File: src/rtl/dwtd_pkg.sv
// shared types, constants and helpers of the timestamp decoder
`timescale 1ns / 1ps
`default_nettype none

package dwtd_pkg;

    localparam int FEE_COUNT     = 64;
    localparam int ASICS_PER_FEE = 4;
    localparam int TABLE_SIZE    = FEE_COUNT * ASICS_PER_FEE;
    localparam int IDX_W         = (TABLE_SIZE > 1) ? $clog2(TABLE_SIZE) : 1;

    localparam int QUEUE_DEPTH = 4;
    localparam int QPTR_W      = $clog2(QUEUE_DEPTH);
    localparam int QCNT_W      = $clog2(QUEUE_DEPTH + 1);

    localparam int DELTA_W = 24;
    localparam int COUNT_W = 16;
    localparam int PADDR_W = 4;

    localparam logic [1:0] KIND_ADC     = 2'd0;
    localparam logic [1:0] KIND_INFO    = 2'd1;
    localparam logic [1:0] KIND_SYNC    = 2'd2;
    localparam logic [1:0] KIND_UNKNOWN = 2'd3;

    localparam logic [1:0] REG_INCLUDE_SYNC  = 2'd0;
    localparam logic [1:0] REG_DELTA_CEILING = 2'd1;
    localparam logic [1:0] REG_WINDOW_LOW    = 2'd2;
    localparam logic [1:0] REG_WINDOW_HIGH   = 2'd3;

    localparam logic [31:0] SYNC_MASK  = 32'hC0F0_0000;
    localparam logic [31:0] SYNC_CODE  = 32'h8050_0000;
    localparam logic [31:0] CLASS_MASK = 32'hC000_0000;
    localparam logic [31:0] ADC_CODE   = 32'hC000_0000;
    localparam logic [31:0] INFO_CODE  = 32'h8000_0000;

    localparam logic [DELTA_W-1:0] DELTA_CEILING_RST = 24'd999999;
    localparam logic [DELTA_W-1:0] WINDOW_LOW_RST    = 24'd1990;
    localparam logic [DELTA_W-1:0] WINDOW_HIGH_RST   = 24'd2010;
    localparam logic [COUNT_W-1:0] COUNT_MAX         = 16'hFFFF;

    typedef struct packed {
        logic        command;
        logic [31:0] det_word;
        logic [27:0] low_word;
        logic [63:0] base_time;
    } in_t;

    typedef struct packed {
        logic [1:0]         kind;
        logic [63:0]        timestamp;
        logic [31:0]        raw_word;
        logic [DELTA_W-1:0] global_delta;
        logic [6:0]         fee_number;
        logic [5:0]         channel;
        logic               veto_range;
        logic [15:0]        adc_value;
        logic [DELTA_W-1:0] asic_delta;
        logic [COUNT_W-1:0] multiplex_count;
        logic [3:0]         info_code;
        logic [19:0]        info_field;
    } out_t;

    typedef struct packed {
        logic               include_sync;
        logic [DELTA_W-1:0] delta_ceiling;
        logic [DELTA_W-1:0] window_low;
        logic [DELTA_W-1:0] window_high;
    } cfg_t;

    typedef struct packed {
        out_t             res;
        logic             is_adc;
        logic [IDX_W-1:0] idx;
    } job_t;

    // wrapping difference clipped to the ceiling
    function automatic logic [DELTA_W-1:0] sat_delta(input logic [63:0]        now_t,
                                                     input logic [63:0]        prev_t,
                                                     input logic [DELTA_W-1:0] ceiling);
        logic [63:0] diff;
        diff = now_t - prev_t;
        if (diff > {{(64-DELTA_W){1'b0}}, ceiling})
        begin
            return ceiling;
        end
        return diff[DELTA_W-1:0];
    endfunction

endpackage

`default_nettype wire

File: src/rtl/dwtd_cfg.sv
// configuration registers behind the apb-style port
`timescale 1ns / 1ps
`default_nettype none

module dwtd_cfg
    import dwtd_pkg::*;
(
    input  wire logic               clk,
    input  wire logic               rst_n,
    input  wire logic               psel,
    input  wire logic               penable,
    input  wire logic               pwrite,
    input  wire logic [PADDR_W-1:0] paddr,
    input  wire logic [31:0]        pwdata,
    output logic [31:0]             prdata,
    output logic                    pready,
    output cfg_t                    cfg
);

    cfg_t cfg_reg;
    logic wr_en;

    assign pready = 1'b1;
    assign wr_en  = psel & penable & pwrite & pready;
    assign cfg    = cfg_reg;

    always_ff @(posedge clk or negedge rst_n)
    begin
        if (!rst_n)
        begin
            cfg_reg.include_sync  <= 1'b0;
            cfg_reg.delta_ceiling <= DELTA_CEILING_RST;
            cfg_reg.window_low    <= WINDOW_LOW_RST;
            cfg_reg.window_high   <= WINDOW_HIGH_RST;
        end
        else if (wr_en)
        begin
            unique case (paddr[3:2])
                REG_INCLUDE_SYNC:  cfg_reg.include_sync  <= pwdata[0];
                REG_DELTA_CEILING: cfg_reg.delta_ceiling <= pwdata[DELTA_W-1:0];
                REG_WINDOW_LOW:    cfg_reg.window_low    <= pwdata[DELTA_W-1:0];
                REG_WINDOW_HIGH:   cfg_reg.window_high   <= pwdata[DELTA_W-1:0];
                default:           cfg_reg <= cfg_reg;
            endcase
        end
    end

    always_comb
    begin
        unique case (paddr[3:2])
            REG_INCLUDE_SYNC:  prdata = {31'd0, cfg_reg.include_sync};
            REG_DELTA_CEILING: prdata = {{(32-DELTA_W){1'b0}}, cfg_reg.delta_ceiling};
            REG_WINDOW_LOW:    prdata = {{(32-DELTA_W){1'b0}}, cfg_reg.window_low};
            REG_WINDOW_HIGH:   prdata = {{(32-DELTA_W){1'b0}}, cfg_reg.window_high};
            default:           prdata = '0;
        endcase
    end

endmodule

`default_nettype wire

File: config.mk
export PLATFORM = sky130hd
export DESIGN_NAME = dwtd_cfg
export DESIGN_NICKNAME = d
export VERILOG_FILES = /design/src/rtl/dwtd_pkg.sv /design/src/rtl/dwtd_cfg.sv
export SDC_FILE = /design/constraint.sdc
export NUM_CORES = 1
export LEC_CHECK = 0
export ABC_AREA = 1
export BUFFER_PORTS_ARGS = -buffer_cell sky130_fd_sc_hd__buf_4
export CAP_MARGIN = 20
export CORE_UTILIZATION = 43
export DETAILED_ROUTE_END_ITERATION = 12
export GPL_TIMING_DRIVEN = 0
export PLACE_DENSITY = 0.82
export SYNTH_ARGS = -nofsm -noshare
export SYNTH_HDL_FRONTEND = slang
export SYNTH_SLANG_ARGS = --single-unit
File: constraint.sdc
create_clock -name clk -period 0.9 [get_ports clk]
set_input_delay 0.18 -clock clk [delete_from_list [all_inputs] [get_ports clk]]
set_output_delay 0.18 -clock clk [all_outputs]
set_load 0.01 [all_outputs]
==> out/qor.csv <==
stage;metric;value;unit
timing;Min Clock Period, post-route;1390;ps
clock_network;clk buf depth;2;
timing;fin. max-slew vios;0;
logic_synthesis;complex-gate fraction of the synthesized area;0;%
clock_network;H-tree level count;3;
finish;Final Util;79.3;%
timing;final worst slack;-489;ps
setup_path;crit path kind;reg -> out;
setup_path;cells along the critical path;nand2_2 > nand3_2 > buf_6;
setup_path;startpoint types;register;
route;drt wl/cell;18.2;microns
floorplan;die area;8310;sq um
finish;most common cell after layout, fill and taps aside;nand2_1;
setup_path;Worst Path Required;720;ps
finish;Nets;699;
route;DRT iter0 DRCs;220;
pwr;maximum vdd drop;1.44;mV
pwr;power per cell area;2110;nW/um^2
clock_network;root buffer cell;clkbuf_8;
setup_path;slowest CP cell;dfstp_2;
timing;Setup Skew;0;ps
setup_path;crit path DAT;1210;ps
timing;Final Hold Fails;40;
route;drt via density;5.28;
run;Max Cap Viol;0;
logic_synthesis;largest family of logic cells by synthesized area;simple AND/OR/NAND/NOR gates;
logic_synthesis;Post-Synth XOR/XNOR Area;0;%
setup_path;worst reg2reg path startpoint;cfg[8];
route;Final ANT Viol Nets;0;
logic_synthesis;Syn Area/Cell;7.80;sq um
grt;initial antenna violation count;0;
setup_path;Buffers & Inverters on Critical Path;1;
grt;grt total ovfl;0;
logic_synthesis;flops & latches, synth;73;
timing;RSZ-0062 raised after global routing;yes;
grt;vias in the first global route;4006;
finish;layout cells sized above 1;50.5;%
clock_network;Clock Sinks;73;
floorplan;# rows;32;
setup_path;Worst R2R Path Depth;5;
timing;Slew @ Worst Pin;933;ps
finish;max reg flops;73;
finish;most frequent cells in the layout;nand2_1 (259), buf_6 (143), buf_4 (80), dfrtp_1 (46), nand2_2 (31);
floorplan;Die W;91.1;microns
placement;placed cell area;4540;sq um
route;routed vias;4040;
timing;minimum hold slack;-48.1;ps
pwr;power after layout;0.0129;W
logic_synthesis;post-synthesis sequential area ratio;54.4;%
setup_path;Top delay family on crit path;flip-flops;
clock_network;TritonCTS clock tree;done;
route;drt first pass iters;5;
status;status;finished, violations left;
finish;synth-to-layout area growth;78.3;%
clock_network;Clock Latency Late Sink;360;ps
timing;Slew headroom;37.8;%
floorplan;I/O pin count;147;
setup_path;flop2flop setup slack;-100;ps
logic_synthesis;Netlist cell types;16;
hold_path;Hold/Removal Path Class;in -> async;
floorplan;die height;91.1;microns
finish;final instance area;6090;sq um
setup_path;CP Capture Type;output port;
pwr;leakage;3.30;nW
setup_path;crit-path max cell delay;610;ps
floorplan;Initial Util;44.4;%
logic_synthesis;Cells after Synth;438;
floorplan;core area;7690;sq um
timing;Setup violations, final;102;
placement;detailed placer's ending HPWL;6890;microns
logic_synthesis;Post-Synth Adder-Cell Area;0;%
status;failing checks;hold timing, setup timing;
logic_synthesis;synth warn;0;
clock_network;Worst-path clk slew;100;ps
grt;largest net degree at the start of global routing;74;
timing;final worst path period share;154;%
setup_path;crit path max fanout;3;
logic_synthesis;mux cell area share after synthesis;0;%
logic_synthesis;Synth Area in Simple Gates;38.6;%
placement;Port-buffer cells;127;
route;drt drc;0;
grt;first-pass GRT wire length;19500;microns
logic_synthesis;Synth Cell Area;3420;sq um
setup_path;RR Endpoint;cfg[8];
route;final wirelength;13900;microns
grt;Tot GR Track Use;30.5;%
clock_network;Num CTS Buffers;9;
placement;Placer Congestion;0.805;
finish;diode count;0;
timing;fmax;0.720;GHz
==> power by group <==
part	internal [W]	leakage (nW)	switching [W]
registers	0.00414	0.867	0.000718
logic	0.00313	2.34	0.00216
clock network	0.00130	0.0921	0.00141
total	0.00857	3.30	0.00429
==> per-layer routing <==
layer	GRT usage [%]	routed length, microns
met2	54.5	7300
met1	34.5	4910
met3	5.28	1190
met4	16.3	489
met5	0	0
==> layout make-up <==
| class | count | area [sq um] |
|---|---|---|
| Buffer | 27 | 267 |
| Sequential cell | 73 | 1860 |
| Fill cell | 443 | 1590 |
| Timing Repair Buffer | 202 | 2040 |
| Clock buffer | 9 | 124 |
| Clock inverter | 7 | 78.8 |
| Multi-Input combinational cell | 339 | 1560 |
| Tap cell | 102 | 128 |
| Inverter | 6 | 30.0 |
==> cells in the mapped netlist (all sizes together) <==
master / n / area, sq um
buf: 27 / 208
nor2: 5 / 43.8
nand4: 1 / 6.26
dfstp: 27 / 709
nand3: 28 / 140
conb: 2 / 7.51
nand2: 296 / 1130
dfrtp: 46 / 1150
inv: 6 / 22.5
==> cells by family after synthesis <==
family        Yosys count
buf+inv                33
flops                  73
simple gates          330
other cells             2
==> stage by stage <==
| stage | instances | setup slack (ps) | setup TNS, ps | hold slack (ps) |
|---|---|---|---|---|
| finish | 765 | -489 | -31180 | -48.1 |
| floorplan | 445 | -34.6 | -683 | -116 |
| CTS | 742 | -445 | -28290 | -16.2 |
| global route | 765 | -512 | -33700 | 18.2 |
| global placement | 674 | -443 | -23850 | 359 |
| detailed placement | 674 | -463 | -25820 | 366 |
==> worst max path at each step <==
stage,from,endpoint,slack [ps],depth (start not counted)
finish,cfg[66],prdata[18],-490,3
global route,cfg[64],prdata[16],-510,3
CTS,cfg[48],prdata[0],-450,3
detailed placement,paddr[2],prdata[22],-460,8
global placement,paddr[2],prdata[5],-440,8
floorplan,paddr[2],prdata[10],-30,6
==> what timing repair did <==
item / in CTS / in global routing
setup endpoints to repair: 97 / 122
gates resized for setup: 119 / 91
buffers inserted: 52 / 26
pin swaps: 38 / 36
cloned: 0 / 1
endpoints found under the hold margin: 42 / 0
Note: power is estimated with default switching activity, not from simulation.
