## src/rtl/dwtd_pkg.sv

```systemverilog
// shared types, constants and helpers of the timestamp decoder
`timescale 1ns / 1ps
`default_nettype none

package dwtd_pkg;

    localparam int FEE_COUNT     = 64;
    localparam int ASICS_PER_FEE = 4;
    localparam int TABLE_SIZE    = FEE_COUNT * ASICS_PER_FEE;
    localparam int IDX_W         = (TABLE_SIZE > 1) ? $clog2(TABLE_SIZE) : 1;

    localparam int QUEUE_DEPTH = 4;
    localparam int QPTR_W      = $clog2(QUEUE_DEPTH);
    localparam int QCNT_W      = $clog2(QUEUE_DEPTH + 1);

    localparam int DELTA_W = 24;
    localparam int COUNT_W = 16;
    localparam int PADDR_W = 4;

    localparam logic [1:0] KIND_ADC     = 2'd0;
    localparam logic [1:0] KIND_INFO    = 2'd1;
    localparam logic [1:0] KIND_SYNC    = 2'd2;
    localparam logic [1:0] KIND_UNKNOWN = 2'd3;

    localparam logic [1:0] REG_INCLUDE_SYNC  = 2'd0;
    localparam logic [1:0] REG_DELTA_CEILING = 2'd1;
    localparam logic [1:0] REG_WINDOW_LOW    = 2'd2;
    localparam logic [1:0] REG_WINDOW_HIGH   = 2'd3;

    localparam logic [31:0] SYNC_MASK  = 32'hC0F0_0000;
    localparam logic [31:0] SYNC_CODE  = 32'h8050_0000;
    localparam logic [31:0] CLASS_MASK = 32'hC000_0000;
    localparam logic [31:0] ADC_CODE   = 32'hC000_0000;
    localparam logic [31:0] INFO_CODE  = 32'h8000_0000;

    localparam logic [DELTA_W-1:0] DELTA_CEILING_RST = 24'd999999;
    localparam logic [DELTA_W-1:0] WINDOW_LOW_RST    = 24'd1990;
    localparam logic [DELTA_W-1:0] WINDOW_HIGH_RST   = 24'd2010;
    localparam logic [COUNT_W-1:0] COUNT_MAX         = 16'hFFFF;

    typedef struct packed {
        logic        command;
        logic [31:0] det_word;
        logic [27:0] low_word;
        logic [63:0] base_time;
    } in_t;

    typedef struct packed {
        logic [1:0]         kind;
        logic [63:0]        timestamp;
        logic [31:0]        raw_word;
        logic [DELTA_W-1:0] global_delta;
        logic [6:0]         fee_number;
        logic [5:0]         channel;
        logic               veto_range;
        logic [15:0]        adc_value;
        logic [DELTA_W-1:0] asic_delta;
        logic [COUNT_W-1:0] multiplex_count;
        logic [3:0]         info_code;
        logic [19:0]        info_field;
    } out_t;

    typedef struct packed {
        logic               include_sync;
        logic [DELTA_W-1:0] delta_ceiling;
        logic [DELTA_W-1:0] window_low;
        logic [DELTA_W-1:0] window_high;
    } cfg_t;

    typedef struct packed {
        out_t             res;
        logic             is_adc;
        logic [IDX_W-1:0] idx;
    } job_t;

    // wrapping difference clipped to the ceiling
    function automatic logic [DELTA_W-1:0] sat_delta(input logic [63:0]        now_t,
                                                     input logic [63:0]        prev_t,
                                                     input logic [DELTA_W-1:0] ceiling);
        logic [63:0] diff;
        diff = now_t - prev_t;
        if (diff > {{(64-DELTA_W){1'b0}}, ceiling})
        begin
            return ceiling;
        end
        return diff[DELTA_W-1:0];
    endfunction

endpackage

`default_nettype wire

```

## src/rtl/dwtd_front.sv

```systemverilog
// front end: accepts beats, tracks running time and classifies words
`timescale 1ns / 1ps
`default_nettype none

module dwtd_front
    import dwtd_pkg::*;
(
    input  wire logic clk,
    input  wire logic rst_n,
    input  wire logic item_valid,
    output logic      item_ready,
    input  wire in_t  item,
    input  wire cfg_t cfg,
    input  wire logic q_full,
    output logic      push,
    output job_t      push_job
);

    logic [63:0] cur_time_reg, cur_time_next;
    logic        await_reg, await_next;
    logic [15:0] high_reg, high_next;
    logic        accept;
    logic        emit;
    logic [31:0] word;
    logic [63:0] ts;
    logic [5:0]  fee;
    logic [5:0]  chan;
    logic [1:0]  asic;
    logic [5:0]  fee_sat;
    logic [1:0]  asic_sat;

    assign item_ready = !q_full;
    assign accept     = item_valid & item_ready;
    assign push       = accept & emit;

    assign word = item.det_word;
    assign ts   = {cur_time_reg[63:28], item.low_word};
    assign fee  = word[27:22];
    assign chan = word[21:16];
    assign asic = chan[5:4];

    always_comb
    begin
        fee_sat  = (int'(fee) < FEE_COUNT) ? fee : 6'(FEE_COUNT - 1);
        asic_sat = (int'(asic) < ASICS_PER_FEE) ? asic : 2'(ASICS_PER_FEE - 1);
    end

    always_comb
    begin
        cur_time_next = cur_time_reg;
        await_next    = await_reg;
        high_next     = high_reg;
        emit          = 1'b0;
        push_job                = '0;
        push_job.res.timestamp  = ts;
        push_job.res.raw_word   = word;
        if (!item.command)
        begin
            cur_time_next = item.base_time;
            await_next    = 1'b0;
        end
        else if (await_reg)
        begin
            // middle word of a sync pair, only the low 16 high bits survive the shift
            emit                    = cfg.include_sync;
            push_job.res.kind       = KIND_SYNC;
            push_job.res.info_code  = word[23:20];
            push_job.res.info_field = word[19:0];
            cur_time_next           = {high_reg, word[19:0], item.low_word};
            await_next              = 1'b0;
        end
        else if ((word & SYNC_MASK) == SYNC_CODE)
        begin
            emit                    = cfg.include_sync;
            push_job.res.kind       = KIND_SYNC;
            push_job.res.info_code  = word[23:20];
            push_job.res.info_field = word[19:0];
            high_next               = word[15:0];
            await_next              = 1'b1;
        end
        else if ((word & CLASS_MASK) == ADC_CODE)
        begin
            emit                    = 1'b1;
            push_job.res.kind       = KIND_ADC;
            push_job.res.fee_number = {1'b0, fee} + 7'd1;
            push_job.res.channel    = chan;
            push_job.res.veto_range = word[28];
            push_job.res.adc_value  = word[15:0];
            push_job.is_adc         = 1'b1;
            push_job.idx            = IDX_W'(int'(fee_sat) * ASICS_PER_FEE + int'(asic_sat));
        end
        else if ((word & CLASS_MASK) == INFO_CODE)
        begin
            emit                    = 1'b1;
            push_job.res.kind       = KIND_INFO;
            push_job.res.fee_number = {1'b0, word[29:24]} + 7'd1;
            push_job.res.info_code  = word[23:20];
            push_job.res.info_field = word[19:0];
        end
        else
        begin
            emit              = 1'b1;
            push_job.res.kind = KIND_UNKNOWN;
        end
    end

    always_ff @(posedge clk or negedge rst_n)
    begin
        if (!rst_n)
        begin
            cur_time_reg <= '0;
            await_reg    <= 1'b0;
            high_reg     <= '0;
        end
        else if (accept)
        begin
            cur_time_reg <= cur_time_next;
            await_reg    <= await_next;
            high_reg     <= high_next;
        end
    end

endmodule

`default_nettype wire

```

## config.mk

```make
export PLATFORM = sky130hd
export DESIGN_NAME = dwtd_front
export DESIGN_NICKNAME = d
export VERILOG_FILES = /design/src/rtl/dwtd_pkg.sv /design/src/rtl/dwtd_front.sv
export SDC_FILE = /design/constraint.sdc
export NUM_CORES = 1
export LEC_CHECK = 0
export BUFFER_PORTS_ARGS = -buffer_cell sky130_fd_sc_hd__buf_4
export CAP_MARGIN = 15
export CORE_AREA = 2 2 165 167
export CTS_CLUSTER_DIAMETER = 60
export DETAILED_ROUTE_END_ITERATION = 7
export DIE_AREA = 0 0 167 169
export HOLD_SLACK_MARGIN = 0.1
export PLACE_DENSITY = 0.43
export RECOVER_POWER = 50
export SLEW_MARGIN = 20
export SYNTH_ARGS = -nofsm -noshare
export SYNTH_HDL_FRONTEND = slang
export SYNTH_SLANG_ARGS = --single-unit
```

## constraint.sdc

```tcl
create_clock -name clk -period 1.9 [get_ports clk]
set_clock_uncertainty 0.15 [all_clocks]
set_input_delay 0.19 -clock clk [delete_from_list [all_inputs] [get_ports clk]]
set_output_delay 0.19 -clock clk [all_outputs]
set_load 0.02 [all_outputs]
```

==> metrics.csv, run 1 <==
metric;value;unit
synth_area;0.00413;mm²
power;3.73;mW
grt_pass1_vias;3369;
antenna_found_initial;1;
synthesis.instances;396;
setup_slack;-0.0290;ns
cts_root_buffer;clkbuf_16;
synthAdderAreaFrac;0.910;%
min_path_type;in -> reg;
htree_levels;2;
outcome;finished with violations;
required;1.56;ns
p_per_area;602;mW/mm²
wire_per_inst;15.1;µm
cts_buffer_depth;2;
grt_usage;9.52;%
synth_top_family_by_area;buffers and inverters;
clk_pin_slew;0.07;ns
drc;0;
synth_xor_area_share;0.424;%
die_w;167;µm
gp_congestion;0.695;
period_needed;1.93;ns
fp.dieH;169;µm
via_count;3281;
core_area;0.0265;mm²
irDropWorstVdd;0.000301;V
dp_hpwl;10300;µm
drt-total-wl;14100;µm
grt_max_degree;54;
antenna_left;0;
critPathKind;reg -> out;
drt-initial-drc-count;77;
crit_fanout;13;
violations;setup timing;
crit_path_start_kind;flip-flop;
ys.flop_type;dfrtp_1;
ys_seq_elements;53;
synth_mux_area_share;24.8;%
setup-tns-final;-0.526;ns
clock_sinks;53;
max-cap-violations;0;
finalSetupViolations;34;
ios;429;
worst_ep_arrival_time;1.59;ns
synth_enable_flop_cells;0;
p_leak;2.98;nW
synthToLayoutAreaGrowth;50.0;%
async_flop_share;100;%
fp-row-count;60;
nNetsFinal;796;
synth_compound_area_share;3.37;%
seq_area_frac_synth;32.1;%
largest_register_ffs;36;
finalMaxSlewViolations;0;
synth.distinct_cells;37;
yosys_warnings;0;
yosys.area_share.simple;12.4;%
via_per_inst;3.51;
clock_latency;0.29;ns
grt_pass1_wl;20600;µm
drive_above_1_share;54.1;%
slew_headroom;47.3;%
hold_violations;0;
min_period_over_period;102;%
start_util;15.6;%
tritoncts;built;
cts_buffers;5;
worstSetupEndpointType;output port;
dp_slack;-0.0397;ns
final_common_cell;buf_4;
io_buffers;208;
rsz0062_at_grt;true;
tightestPinTransition;0.790;ns
avgSynthCellArea;10.4;µm²
hold_slack;0.106;ns
clock.fmax;518;MHz
dieArea;0.0282;mm²
most-common-layout-cells;181 x buf_4, 77 x mux2_2, 64 x conb_1;
drtPass1Iterations;4;
grt_overflow;0;
metrics by stage:
step | cells | util [%] | cell area [µm²]
2_1_floorplan | 459 | - | 4370
3_3_place_gp | 881 | 20.8 | 5500
3_5_place_dp | 881 | 20.8 | 5500
4_1_cts | 930 | 23.2 | 6140
5_1_grt | 934 | 23.3 | 6190
6_report | 935 | 23.4 | 6190
worst max-delay path, cell delays in order, from the launching register on:
cell and delay (ns):
dfrtp_1 0.41, nor2b_4 0.14, buf_6 0.11, and3_4 0.20
buf_6 0.16, and2_1 0.14, buf_4 0.13
metal layers:
| metal | GRT usage [%] | up-vias | wire, µm |
|---|---|---|---|
| met5 | 0 | - | 0 |
| met4 | 3.45 | 0 | 393 |
| met3 | 1.99 | 32 | 966 |
| met2 | 17.4 | 165 | 7310 |
| met1 | 10.9 | 1567 | 5470 |
| li1 | - | 1517 | - |
cells in the mapped netlist, drive strengths merged, types with 2 or more instances:
library cell | n | area [µm²]
a211oi | 6 | 45.0
a21o | 2 | 15.0
a21oi | 6 | 30.0
a221oi | 2 | 17.5
and2 | 55 | 344
and3 | 3 | 18.8
buf | 134 | 1010
clkbuf | 10 | 37.5
dfrtp | 53 | 1330
ha | 3 | 37.5
inv | 4 | 15.0
mux2 | 88 | 1020
nand2 | 3 | 11.3
nand3 | 2 | 10.0
nand3b | 4 | 30.0
nor2 | 4 | 17.5
nor2b | 4 | 27.5
nor4 | 2 | 12.5
timing repair:
item,4_1_cts,5_1_grt
endpoints found under the setup margin,63,60
pin swaps,3,2
gates cloned,1,0
hold endpoints to repair,91,0
hold buffers,39,0
gates resized for setup,23,22
buffers inserted,1,3
report_power, final:
part | leakage (nW) | internal [mW] | switching, mW
Combinational | 2.23 | 0.665 | 0.778
Sequential | 0.678 | 1.29 | 0.0792
Clock | 0.0706 | 0.487 | 0.431
Total | 2.98 | 2.44 | 1.29
area by class of cell:
| class | instances | area [µm²] |
|---|---|---|
| Multi-Input combinational cell | 258 | 2080 |
| Antenna cell | 2 | 5.00 |
| Clock inverter | 2 | 10.0 |
| Sequential cell | 53 | 1330 |
| Inverter | 4 | 15.0 |
| Tap cell | 341 | 427 |
| Fill cell | 2855 | 20300 |
| Clock buffer | 6 | 129 |
| Timing Repair Buffer | 269 | 2190 |
path summary, 6_finish.rpt:
kind,cells past startpoint,start,end,slack (ns)
setup / recovery,6,await_reg,push_job[78],-0.03
hold reg to reg,1,cur_time_reg[42],cur_time_reg[42],0.34
min in group asynchronous,3,rst_n,cur_time_reg[33],0.49
max in group asynchronous,3,rst_n,cur_time_reg[63],0.58
setup reg to reg,6,await_reg,high_reg[1],0.09
hold / removal,3,item[41],cur_time_reg[41],0.11
kinds of logic (layout without fill, tap and decap cells):
group / Yosys count / count (layout)
AOI/OAI and AO/OA: 20 / 20
xor gates and xnor gates: 2 / 2
adders and majority gates: 3 / 3
buffers and inverters: 148 / 281
DFF: 53 / 53
muxes: 88 / 88
other: 1 / 66
and+or+nand+nor: 81 / 81
No activity file was read; power rests on OpenSTA's default activity.
==> run 2, diff against run 1 <==
--- a/config.mk
+++ b/config.mk
@@ -14,6 +14,8 @@
 export HOLD_SLACK_MARGIN = 0.1
 export PLACE_DENSITY = 0.43
 export RECOVER_POWER = 50
+export SETUP_SLACK_MARGIN = 0.1
+export SKIP_LAST_GASP = 1
 export SLEW_MARGIN = 20
 export SYNTH_ARGS = -nofsm -noshare
 export SYNTH_HDL_FRONTEND = slang
==> run 2 against run 1 <==
  * The flow still finishes with violations (setup timing)
  * Register-to-register slack better by 0.07 ns
  * Sequential share of layout area grew 0.29 points
  * Routed wire length is 4.5% lower
  * Utilization is 0.31 points lower
  * Fmax increased by 1.0%
  * Cell count shrank 0.53%
  * Power is 4.1% higher
  * Non-clock buffer count is 3 lower
  * Critical path type unchanged
  * Highest routed layer unchanged
==> metrics.csv, run 2 (same netlist as run 1, synthesis figures left out) <==
metric;value;unit
wire_per_inst;14.5;µm
outcome;finished with violations;
intPower;2.60;mW
htree_levels;2;
grt_max_degree;40;
critPathMaxStageDelay;0.41;ns
gp_congestion;0.701;
cts_buffer_depth;2;
clock.fmax;524;MHz
crit_fanout;5;
fp-row-count;60;
die_w;167;µm
clock_power_share;28.2;%
dp_slack;-0.0694;ns
tritoncts;built;
p_switching;1.28;mW
regArea;0.00133;mm²
pwr-share-seq;35.2;%
synthToLayoutAreaGrowth;48.0;%
slowest_stage;dfrtp_1;
clk_pin_slew;0.07;ns
grt_usage;9.05;%
clock_latency;0.29;ns
dp_hpwl;10000;µm
crit_buf_inv;2;
slew_headroom;19.3;%
worstSetupEndpointType;output port;
drtPass1Iterations;4;
path_cells;nor2b_4 > nand3b_1 > buf_6 > nor4_4 > buf_4;
required;1.56;ns
setup_slack;-0.00997;ns
start_util;15.6;%
swShare;33.1;%
crit_family;simple AND/OR/NAND/NOR gates;
violations;setup timing;
hold_violations;0;
tightestPinTransition;1.21;ns
clock_sinks;53;
drt-initial-drc-count;77;
largest_register_ffs;36;
p_per_area;635;mW/mm²
pwr-share-comb;36.6;%
rsz0062_at_grt;true;
worst_ep_arrival_time;1.57;ns
dieArea;0.0282;mm²
multi_input_area;0.00205;mm²
grt_pass1_wl;19700;µm
nNetsFinal;793;
finalMaxSlewViolations;0;
core_area;0.0265;mm²
hold_slack;0.109;ns
io_buffers;208;
cts_root_buffer;clkbuf_16;
p_leak;2.96;nW
min_period_over_period;101;%
via_count;3270;
fp.dieH;169;µm
drive_above_1_share;53.7;%
min_path_type;in -> reg;
period_needed;1.91;ns
via_per_inst;3.52;
drt-total-wl;13500;µm
critPathKind;reg -> out;
antenna_found_initial;0;
fill_cells;2885;
antenna_left;0;
grt_overflow;0;
power;3.88;mW
most-common-layout-cells;198 x buf_4, 77 x mux2_2, 64 x conb_1;
diodes;0;
finalSetupViolations;2;
drc;0;
crit_path_start_kind;flip-flop;
r2r_setup_slack;0.16;ns
grt_pass1_vias;3404;
final_common_cell;buf_4;
max-cap-violations;0;
irDropWorstVdd;0.000434;V
ios;429;
cts_buffers;5;
[run 2: area by class of cell]
class	instances	share of cell area, %
Inverter	4	0.246
Timing Repair Buffer	266	34.7
Multi-Input combinational cell	258	33.5
Clock inverter	1	0.492
Sequential cell	53	21.7
Clock buffer	7	2.34
Tap cell	341	6.98
[run 2: through the flow]
stage / cells / TNS [ns] / cell area (µm²) / util, %
floorplan: 459 / 0 / 4380 / -
global placement: 882 / -0.211 / 5520 / 20.8
detailed placement: 882 / -0.239 / 5520 / 20.8
CTS: 930 / -0.542 / 6170 / 23.3
global route: 930 / -2.19 / 6110 / 23.1
finish: 930 / -0.0118 / 6110 / 23.1
[run 2: path summary, 6_finish.rpt]
path                                  start          endpoint  depth (start not counted)
max                               await_reg     push_job[101]                          5
min in group asynchronous             rst_n  cur_time_reg[61]                          2
min                                item[54]  cur_time_reg[54]                          3
min reg2reg                cur_time_reg[43]  cur_time_reg[43]                          1
max reg2reg                       await_reg  cur_time_reg[61]                          6
max in group asynchronous             rst_n  cur_time_reg[55]                          3
[run 2: power by group through the flow]
stage | logic, mW | registers [mW] | clock network [mW]
after global routing | 1.52 | 1.39 | 1.18
after floorplan | 0.775 | 1.56 | 0
after detailed placement | 1.38 | 1.39 | 0
after global placement | 1.38 | 1.38 | 0
after CTS | 1.47 | 1.37 | 1.15
final | 1.42 | 1.36 | 1.09
[run 2: per-layer routing]
metal	vias to the layer above	track usage, %	wire [µm]
li1	1517	-	-
met5	-	0	0
met2	174	16.4	6800
met3	31	2.20	969
met4	0	3.67	432
met1	1548	10.2	5300
[run 2: repair_timing]
| action | 4_1_cts | 5_1_grt |
|---|---|---|
| gates cloned | 1 | 0 |
| gates resized for setup | 22 | 2 |
| setup buffers | 2 | 0 |
| endpoints found under the hold margin | 89 | 0 |
| endpoints found under the setup margin | 63 | 62 |
| hold buffers | 37 | 0 |
| pin swaps | 5 | 2 |
[run 2: tightest hold or removal path, cell delays in order]
cell	delay (ns)
buf_4	0.08
mux2_2	0.12
mux2_2	0.13
