[src/rtl/dwtd_pkg.sv]
// shared types, constants and helpers of the timestamp decoder
`timescale 1ns / 1ps
`default_nettype none

package dwtd_pkg;

    localparam int FEE_COUNT     = 64;
    localparam int ASICS_PER_FEE = 4;
    localparam int TABLE_SIZE    = FEE_COUNT * ASICS_PER_FEE;
    localparam int IDX_W         = (TABLE_SIZE > 1) ? $clog2(TABLE_SIZE) : 1;

    localparam int QUEUE_DEPTH = 4;
    localparam int QPTR_W      = $clog2(QUEUE_DEPTH);
    localparam int QCNT_W      = $clog2(QUEUE_DEPTH + 1);

    localparam int DELTA_W = 24;
    localparam int COUNT_W = 16;
    localparam int PADDR_W = 4;

    localparam logic [1:0] KIND_ADC     = 2'd0;
    localparam logic [1:0] KIND_INFO    = 2'd1;
    localparam logic [1:0] KIND_SYNC    = 2'd2;
    localparam logic [1:0] KIND_UNKNOWN = 2'd3;

    localparam logic [1:0] REG_INCLUDE_SYNC  = 2'd0;
    localparam logic [1:0] REG_DELTA_CEILING = 2'd1;
    localparam logic [1:0] REG_WINDOW_LOW    = 2'd2;
    localparam logic [1:0] REG_WINDOW_HIGH   = 2'd3;

    localparam logic [31:0] SYNC_MASK  = 32'hC0F0_0000;
    localparam logic [31:0] SYNC_CODE  = 32'h8050_0000;
    localparam logic [31:0] CLASS_MASK = 32'hC000_0000;
    localparam logic [31:0] ADC_CODE   = 32'hC000_0000;
    localparam logic [31:0] INFO_CODE  = 32'h8000_0000;

    localparam logic [DELTA_W-1:0] DELTA_CEILING_RST = 24'd999999;
    localparam logic [DELTA_W-1:0] WINDOW_LOW_RST    = 24'd1990;
    localparam logic [DELTA_W-1:0] WINDOW_HIGH_RST   = 24'd2010;
    localparam logic [COUNT_W-1:0] COUNT_MAX         = 16'hFFFF;

    typedef struct packed {
        logic        command;
        logic [31:0] det_word;
        logic [27:0] low_word;
        logic [63:0] base_time;
    } in_t;

    typedef struct packed {
        logic [1:0]         kind;
        logic [63:0]        timestamp;
        logic [31:0]        raw_word;
        logic [DELTA_W-1:0] global_delta;
        logic [6:0]         fee_number;
        logic [5:0]         channel;
        logic               veto_range;
        logic [15:0]        adc_value;
        logic [DELTA_W-1:0] asic_delta;
        logic [COUNT_W-1:0] multiplex_count;
        logic [3:0]         info_code;
        logic [19:0]        info_field;
    } out_t;

    typedef struct packed {
        logic               include_sync;
        logic [DELTA_W-1:0] delta_ceiling;
        logic [DELTA_W-1:0] window_low;
        logic [DELTA_W-1:0] window_high;
    } cfg_t;

    typedef struct packed {
        out_t             res;
        logic             is_adc;
        logic [IDX_W-1:0] idx;
    } job_t;

    // wrapping difference clipped to the ceiling
    function automatic logic [DELTA_W-1:0] sat_delta(input logic [63:0]        now_t,
                                                     input logic [63:0]        prev_t,
                                                     input logic [DELTA_W-1:0] ceiling);
        logic [63:0] diff;
        diff = now_t - prev_t;
        if (diff > {{(64-DELTA_W){1'b0}}, ceiling})
        begin
            return ceiling;
        end
        return diff[DELTA_W-1:0];
    endfunction

endpackage

`default_nettype wire

[src/rtl/dwtd_queue.sv]
// short job queue between front and back
`timescale 1ns / 1ps
`default_nettype none

module dwtd_queue
    import dwtd_pkg::*;
(
    input  wire logic clk,
    input  wire logic rst_n,
    input  wire logic push,
    input  wire job_t push_job,
    input  wire logic pop,
    output job_t      head,
    output logic      empty,
    output logic      full
);

    job_t              slots [QUEUE_DEPTH];
    logic [QPTR_W-1:0] wr_ptr_reg, wr_ptr_next;
    logic [QPTR_W-1:0] rd_ptr_reg, rd_ptr_next;
    logic [QCNT_W-1:0] count_reg, count_next;
    logic              do_pop;

    assign empty  = (count_reg == '0);
    assign full   = (count_reg == QCNT_W'(QUEUE_DEPTH));
    assign head   = slots[rd_ptr_reg];
    assign do_pop = pop & !empty;

    always_comb
    begin
        wr_ptr_next = wr_ptr_reg;
        rd_ptr_next = rd_ptr_reg;
        count_next  = count_reg;
        if (push)
        begin
            wr_ptr_next = (wr_ptr_reg == QPTR_W'(QUEUE_DEPTH - 1)) ? '0 : wr_ptr_reg + 1'b1;
        end
        if (do_pop)
        begin
            rd_ptr_next = (rd_ptr_reg == QPTR_W'(QUEUE_DEPTH - 1)) ? '0 : rd_ptr_reg + 1'b1;
        end
        case ({push, do_pop})
            2'b10:   count_next = count_reg + 1'b1;
            2'b01:   count_next = count_reg - 1'b1;
            default: count_next = count_reg;
        endcase
    end

    always_ff @(posedge clk or negedge rst_n)
    begin
        if (!rst_n)
        begin
            wr_ptr_reg <= '0;
            rd_ptr_reg <= '0;
            count_reg  <= '0;
        end
        else
        begin
            wr_ptr_reg <= wr_ptr_next;
            rd_ptr_reg <= rd_ptr_next;
            count_reg  <= count_next;
        end
    end

    always_ff @(posedge clk)
    begin
        if (push)
        begin
            slots[wr_ptr_reg] <= push_job;
        end
    end

endmodule

`default_nettype wire

[config.mk]
export PLATFORM = sky130hd
export DESIGN_NAME = dwtd_queue
export DESIGN_NICKNAME = d
export VERILOG_FILES = /design/src/rtl/dwtd_pkg.sv /design/src/rtl/dwtd_queue.sv
export SDC_FILE = /design/constraint.sdc
export NUM_CORES = 1
export LEC_CHECK = 0
export BUFFER_PORTS_ARGS = -buffer_cell sky130_fd_sc_hd__buf_2
export CORE_MARGIN = 3
export CORE_UTILIZATION = 32
export CTS_CLUSTER_SIZE = 40
export DETAILED_ROUTE_END_ITERATION = 12
export PLACE_DENSITY = 0.51
export SETUP_SLACK_MARGIN = 0.2
export SYNTH_ARGS = -nofsm -noshare
export SYNTH_HDL_FRONTEND = slang
export SYNTH_SLANG_ARGS = --single-unit
export TNS_END_PERCENT = 20
[constraint.sdc]
create_clock -name clk -period 6.1 [get_ports clk]
set_input_delay 0.61 -clock clk [delete_from_list [all_inputs] [get_ports clk]]
set_output_delay 0.61 -clock clk [all_outputs]
set_load 0.01 [all_outputs]
==> out/summary.txt, run 1 <==
Outcome - finished, final reports clean
Detailed Route Iter0 Violations - 839
Initial antenna violation count - 17
Setup crit end kind - output pin
Tcrit/Tclk final - 0.625
WL final - 70.4 mm
Synth async-reset ratio - 0.00772
Worst EP arrival - 3.21 ns
Met1 Wirelength - 27.2 mm
Setup crit start kind - flip-flop
Io pins - 456
DR pass1 iterations - 6
Metal2 WL - 36.1 mm
Hold Path Class - in2reg
Yosys warns - 0
Clock transition at the registers of the reported paths - 0.06 ns
Fmax - 262 MHz
Post-synthesis sequential area ratio - 0.829
Post-DP HPWL - 41.4 mm
Crit path cell chain - buf_12 > mux4_2 > buf_2
Hold Buf Count CTS - 1
Top Layer Used - met5
H-tree depth - 3
Delay-heaviest family, CP - flip-flops
Maximum vdd drop - 0.000268 V
Avg Cell Area, Syn - 27.0 sq um
# Post-CTS Setup Buffers - 0
Share of layout cells above drive strength 1 - 0.460
Max clock buf depth - 3
Post-Synth Simple-Gate Area - 0.00183
Largest net degree at the start of global routing - 99
Post-Synth XOR/XNOR Area - 0.000801
Synthesis-to-finish area growth - 21.7%
Post-DRT Antenna Nets - 0
Max_cap viols - 0
Synth Instances - 1,215
EDFF count, synth - 900
RD Place Congestion - 0.681
Root buf cell - clkbuf_16
Final setup violation count - 0
Slowest cell on the critical path - dfrtp_4
Post-synthesis cell type count - 23
Pwr/cell area - 482 mW/mm^2
Synth top cells by count - edfxtp_1, mux4_2, buf_2, buf_4
Post-CTS sizing - 0
Initial Util - 0.325
Largest stage delay, worst path - 1.00 ns
Worst Path Buf+Inv - 2
Port-buffer cells - 455
Post-synthesis register bit count - 907
Row cnt - 116
Syn Nets - 1,451
Synthesized area - 0.0328 sq mm
Chip height - 326 microns
Post-synthesis cell type with the largest combined area - edfxtp_1
Number of global-route vias before repair - 15,700
Final #Nets - 1,970
Detailed-route via count - 14,600
Largest register FFs - 900
RSZ-0062 raised after global routing - false
CTS buffer count - 98
Total die area - 0.106 sq mm
GRT Total Usage - 0.131
Synth area leaders - edfxtp_1, mux4_2, dfrtp_1
Hold Violations, Final - 0
Final Util - 0.396
Final min period - 3.82 ns
CTS sink cnt - 907
Core ar. - 0.101 sq mm
WL/cell - 22.2 microns
Mux contribution to synthesized area - 0.155
Final Max Slew Viols - 0
Die Wd - 326 microns
Crit path required time - 5.49 ns
Global-route wire length before repair - 104 mm
GRT overflow - 0
Slew headroom - 0.312
Top-count cell post-synth - edfxtp_1
Clock Latency Late Sink - 0.65 ns
Synth Area in Compound Gates - 0.000305
CTS tree - yes
Synth Flop Type - edfxtp_1
Vias per inst - 4.59
Largest family of logic cells by synthesized area - multiplexers
Top-area cell type share of the netlist area - 0.824
Critical path peak fanout - 75
Pleak - 13.4 nW
DP Area - 0.0368 sq mm
Fraction of the mapped netlist area in adder cells - 0.00290
WL met3 - 5.42 mm
Crit Path Category - reg2out
Skew final - 0.0170 ns
Fin area - 0.0399 sq mm
Slew @ Worst Pin - 1.03 ns
Post-route DRC - 0
-- layer usage --
layer / GRT usage / up-vias
li1: - / 6351
met2: 0.222 / 405
met3: 0.0502 / 123
met4: 0.0356 / 20
met1: 0.156 / 7672
met5: 0 / -
-- stage by stage --
step	setup TNS [ns]	std cells	total power, mW	hold slack [ns]	setup WS [ns]
2_1_floorplan	-143.90	1215	11.8	0.314	-0.236
3_3_place_gp	0	2990	13.8	0.452	2.91
3_5_place_dp	0	2990	13.9	0.459	2.88
4_1_cts	0	3165	19.7	0.0944	2.16
5_1_grt	0	3167	20.2	0.114	2.01
6_report	0	3173	19.2	0.175	2.28
-- report_power, final --
part	switching, mW	internal [mW]
logic	2.82	2.32
registers	0.363	7.98
clock network	2.27	3.48
-- cell type report --
type,instances,area (sq um)
antenna,8,20.0
inverter,7,26.3
tap,1357,1700
fill,9027,60900
clock buffer,127,2670
multi-input combinational,251,5300
sequential,907,27200
clock inverter,47,472
timing repair buffer,469,2550
-- logic make-up after synthesis --
kind of cell,Yosys count
DFF,907
adders and majority gates,7
and+or+nand+nor,11
AOI/OAI and AO/OA,2
buffers and inverters,57
muxes,228
xor gates and xnor gates,3
-- final timing paths --
check	slack (ns)	depth (start not counted)	startpoint	end
min	0.17	1	push_job[128]	slots[0][128]
max reg2reg	3.61	4	wr_ptr_reg[1]	slots[1][0]
min reg2reg	0.50	1	count_reg[2]	count_reg[2]
max	2.28	3	rd_ptr_reg[0]	head[175]
max in group asynchronous	5.52	2	rst_n	rd_ptr_reg[1]
min in group asynchronous	0.39	2	rst_n	count_reg[2]
-- cell usage in the layout (no fill, tap or decap), drive strengths merged, types with 2 or more instances in the layout --
cell type,Yosys,final
and2,4,4
edfxtp,900,900
bufinv,0,10
o21ai,2,2
ha,6,6
mux2,2,2
clkbuf,3,127
mux4,225,225
nor2,2,2
diode,0,8
inv,7,10
xor2,2,2
clkinv,0,34
buf,47,468
dfrtp,7,7
(Power assumes the default switching activity.)
==> run 2, diff against run 1 <==
- ABC_AREA: default -> 1
- PLACE_DENSITY: 0.51 -> 0.49
- clock period: 6.1 -> 3.9 ns (I/O delays scaled with it)
==> run 2 against run 1 <==
Utilization up 1.4 points. Total power up 67%. Clock skew decreased by 0.0051 ns. Worst setup slack worse by 1.5 ns. First-iteration DRC count is 39% higher. Worst hold slack worse by 0.097 ns. Final area rose by 14%. Highest routed layer is now met4.
==> out/summary.txt, run 2 <==
Chip height - 341 microns (+4.4%)
Crit path required time - 3.51 ns (-1.98 ns)
Final #Nets - 3,628 (+84%)
Initial Util - 0.323 (-0.00209)
Critical path peak fanout - 56 (-25%)
Sw power - 11.1 mW (+100%)
Pleak - 17.8 nW (+33%)
Syn Nets - 2,919 (+100%)
Die Wd - 341 microns (+4.4%)
Port-buffer cells - 455 (unchanged)
Post-synthesis cell type with the largest combined area - edfxtp_1
Crit Path Category - reg2out
Slew @ Worst Pin - 0.910 ns (-0.121 ns)
Hold endpoint - wr_ptr_reg[1]
Top-area cell type share of the netlist area - 0.755 (-0.0691)
Clock transition at the registers of the reported paths - 0.06 ns (about the same)
Switching Share - 0.346 (+0.0622)
Fin Hold WS - 0.0781 ns (-0.0968 ns)
Setup crit start kind - flip-flop
H-tree depth - 3 (unchanged)
CTS buffer count - 100 (+2.0%)
RSZ-0062 raised after global routing - false
Total die area - 0.116 sq mm (+9.0%)
R2R Path Start - wr_ptr_reg[0]
Row cnt - 122 (+5.2%)
Largest register FFs - 900 (unchanged)
WL/cell - 16.9 microns (-24%)
Largest net degree at the start of global routing - 139 (+40%)
# Post-CTS Setup Buffers - 0 (unchanged)
Top-count cell post-synth - edfxtp_1
WL final - 84.1 mm (+19%)
GRT overflow - 0 (unchanged)
Slew headroom - 0.392 (+0.0793)
Synthesis-to-finish area growth - 26.9%
Synth Instances - 2,683 (+120%)
Clock Latency Late Sink - 0.67 ns (+0.02 ns)
Setup crit end kind - output pin
Global-route wire length before repair - 128 mm (+23%)
Clk pwr share - 0.270 (-0.029)
Post-DRT Antenna Nets - 0 (unchanged)
GRT Total Usage - 0.142 (+0.0114)
Max clock buf depth - 3 (unchanged)
Internal power - 21.0 mW (+53%)
Post-synthesis register bit count - 907 (unchanged)
Post-synthesis cell type count - 18 (-22%)
CTS sink cnt - 907 (unchanged)
Hold Violations, Final - 0 (unchanged)
Share of layout cells above drive strength 1 - 0.198 (-0.262)
Avg Cell Area, Syn - 13.4 sq um (-51%)
Multi-input gate area in the final layout - 0.00615 sq mm (+16%)
Detailed-route via count - 21,900 (+50%)
Vias per inst - 4.40 (-4.1%)
Outcome - finished, final reports clean
Synth Flop Type - edfxtp_1
Combinational power share - 0.330 (+0.062)
Worst Hold Depth - 3 (+2)
Post-route DRC - 0 (unchanged)
Yosys warns - 0 (unchanged)
Io pins - 456 (unchanged)
Hold Buf Count CTS - 227 (+226)
Final setup margin - 0.808 ns (-1.48 ns)
DR pass1 iterations - 5 (-1)
Detailed Route Iter0 Violations - 1,166 (+39%)
CTS tree - yes
Commonest cells after routing, fill and taps aside - edfxtp_1, nand2_1, inv_1, buf_2, o211ai_1
RD Place Congestion - 0.721 (+5.9%)
Post-DP HPWL - 51.6 mm (+25%)
EDFF count, synth - 900 (unchanged)
Core ar. - 0.111 sq mm (+9.9%)
Hold Path Class - in2reg
Synth area leaders - edfxtp_1, o211ai_1, nand2_1
Tcrit/Tclk final - 0.793
Synthesized area - 0.0358 sq mm (+9.2%)
Max_cap viols - 0 (unchanged)
Initial antenna violation count - 2 (-15)
Worst r2r path cells - 4 (unchanged)
Skew final - 0.0119 ns (-0.00514 ns)
Final min period - 3.09 ns
Seq pwr share - 0.400 (-0.034)
Final Max Slew Viols - 0 (unchanged)
Synth top cells by count - edfxtp_1, nand2_1, inv_1, o211ai_1, buf_2
Reg2reg setup slack - 1.63 ns (-1.98 ns)
DP Worst Slack - 1.43 ns (-1.45 ns)
Sequential cell area - 0.0272 sq mm (unchanged)
Post-CTS sizing - 0 (unchanged)
Commonest non-fill, non-tap cell in the layout - edfxtp_1
Worst min-delay path startpoint - push
Maximum vdd drop - 0.000502 V (+87%)
Fillers - 10,400 (+16%)
R2r endpoint - slots[3][97]
Post-synthesis sequential area ratio - 0.759 (-0.0696)
Fmax - 323 MHz
Pwr/cell area - 707 mW/mm^2 (+47%)
Worst EP arrival - 2.70 ns (-0.51 ns)
Number of global-route vias before repair - 21,400 (+36%)
Final setup violation count - 0 (unchanged)
Root buf cell - clkbuf_16
Synth async-reset ratio - 0.00772 (unchanged)
[run 2: layout make-up]
type | instances | area share
Clock inverter | 51 | 0.00729
Tap cell | 1488 | 0.0409
Antenna cell | 3 | 0.000165
Sequential cell | 907 | 0.598
Inverter | 466 | 0.0390
Timing Repair Buffer | 757 | 0.120
Multi-Input combinational cell | 1160 | 0.135
Clock buffer | 131 | 0.0592
[run 2: cells by family (layout without fill, tap and decap cells)]
family / Yosys count / in the layout / synth area share
adder cells (fa/ha/maj): 7 / 7 / 0.00265
other: 0 / 3 / 0
AO/OA/AOI/OAI: 453 / 453 / 0.0947
XOR/XNOR: 1 / 1 / 0.000245
buffers and inverters: 616 / 1405 / 0.0695
flip-flops: 907 / 907 / 0.759
AND/OR/NAND/NOR: 699 / 699 / 0.0735
[run 2: metrics by stage]
| stage | total power [mW] | util | std cells | TNS, ns | instance area (sq um) |
|---|---|---|---|---|---|
| floorplan | 19.5 | - | 2683 | -465.15 | 35900 |
| CTS | 32.9 | 0.410 | 4960 | 0 | 45500 |
| detailed placement | 23.8 | 0.362 | 4551 | 0 | 40200 |
| finish | 32.2 | 0.410 | 4963 | 0 | 45500 |
| global placement | 23.8 | 0.362 | 4551 | 0 | 40200 |
| global route | 34.3 | 0.410 | 4961 | 0 | 45500 |
[run 2: per-layer routing]
layer	routed length, microns	GRT usage	vias to the layer above
met4	1770	0.0436	0
li1	-	-	10800
met2	40200	0.235	451
met3	4990	0.0360	110
met5	0	0	-
met1	37100	0.185	10500
[run 2: power by group through the flow]
stage | clock [mW] | sequential (mW) | combinational, mW
global route | 9.42 | 13.0 | 11.8
global placement | 0 | 13.1 | 10.7
floorplan | 0 | 13.2 | 6.36
detailed placement | 0 | 13.1 | 10.7
CTS | 9.02 | 12.9 | 11.0
finish | 8.68 | 12.9 | 10.6
[run 2: critical path: stages, from the launching register on]
cell,delay (ns)
dfrtp_4,0.85
buf_12,0.31
buf_4,0.36
nand2_1,0.09
o211ai_1,0.09
nand2_1,0.14
buf_2,0.17
[run 2: worst max path at each step]
stage / from / end / slack, ns / cells past startpoint
2_1_floorplan: wr_ptr_reg[0] / slots[0][0] / -0.53 / 4
3_3_place_gp: rd_ptr_reg[0] / head[64] / 1.46 / 6
3_5_place_dp: rd_ptr_reg[0] / head[64] / 1.43 / 6
4_1_cts: rd_ptr_reg[0] / head[64] / 0.68 / 6
6_report: rd_ptr_reg[0] / head[64] / 0.81 / 6
5_1_grt: rd_ptr_reg[0] / head[64] / 0.52 / 6
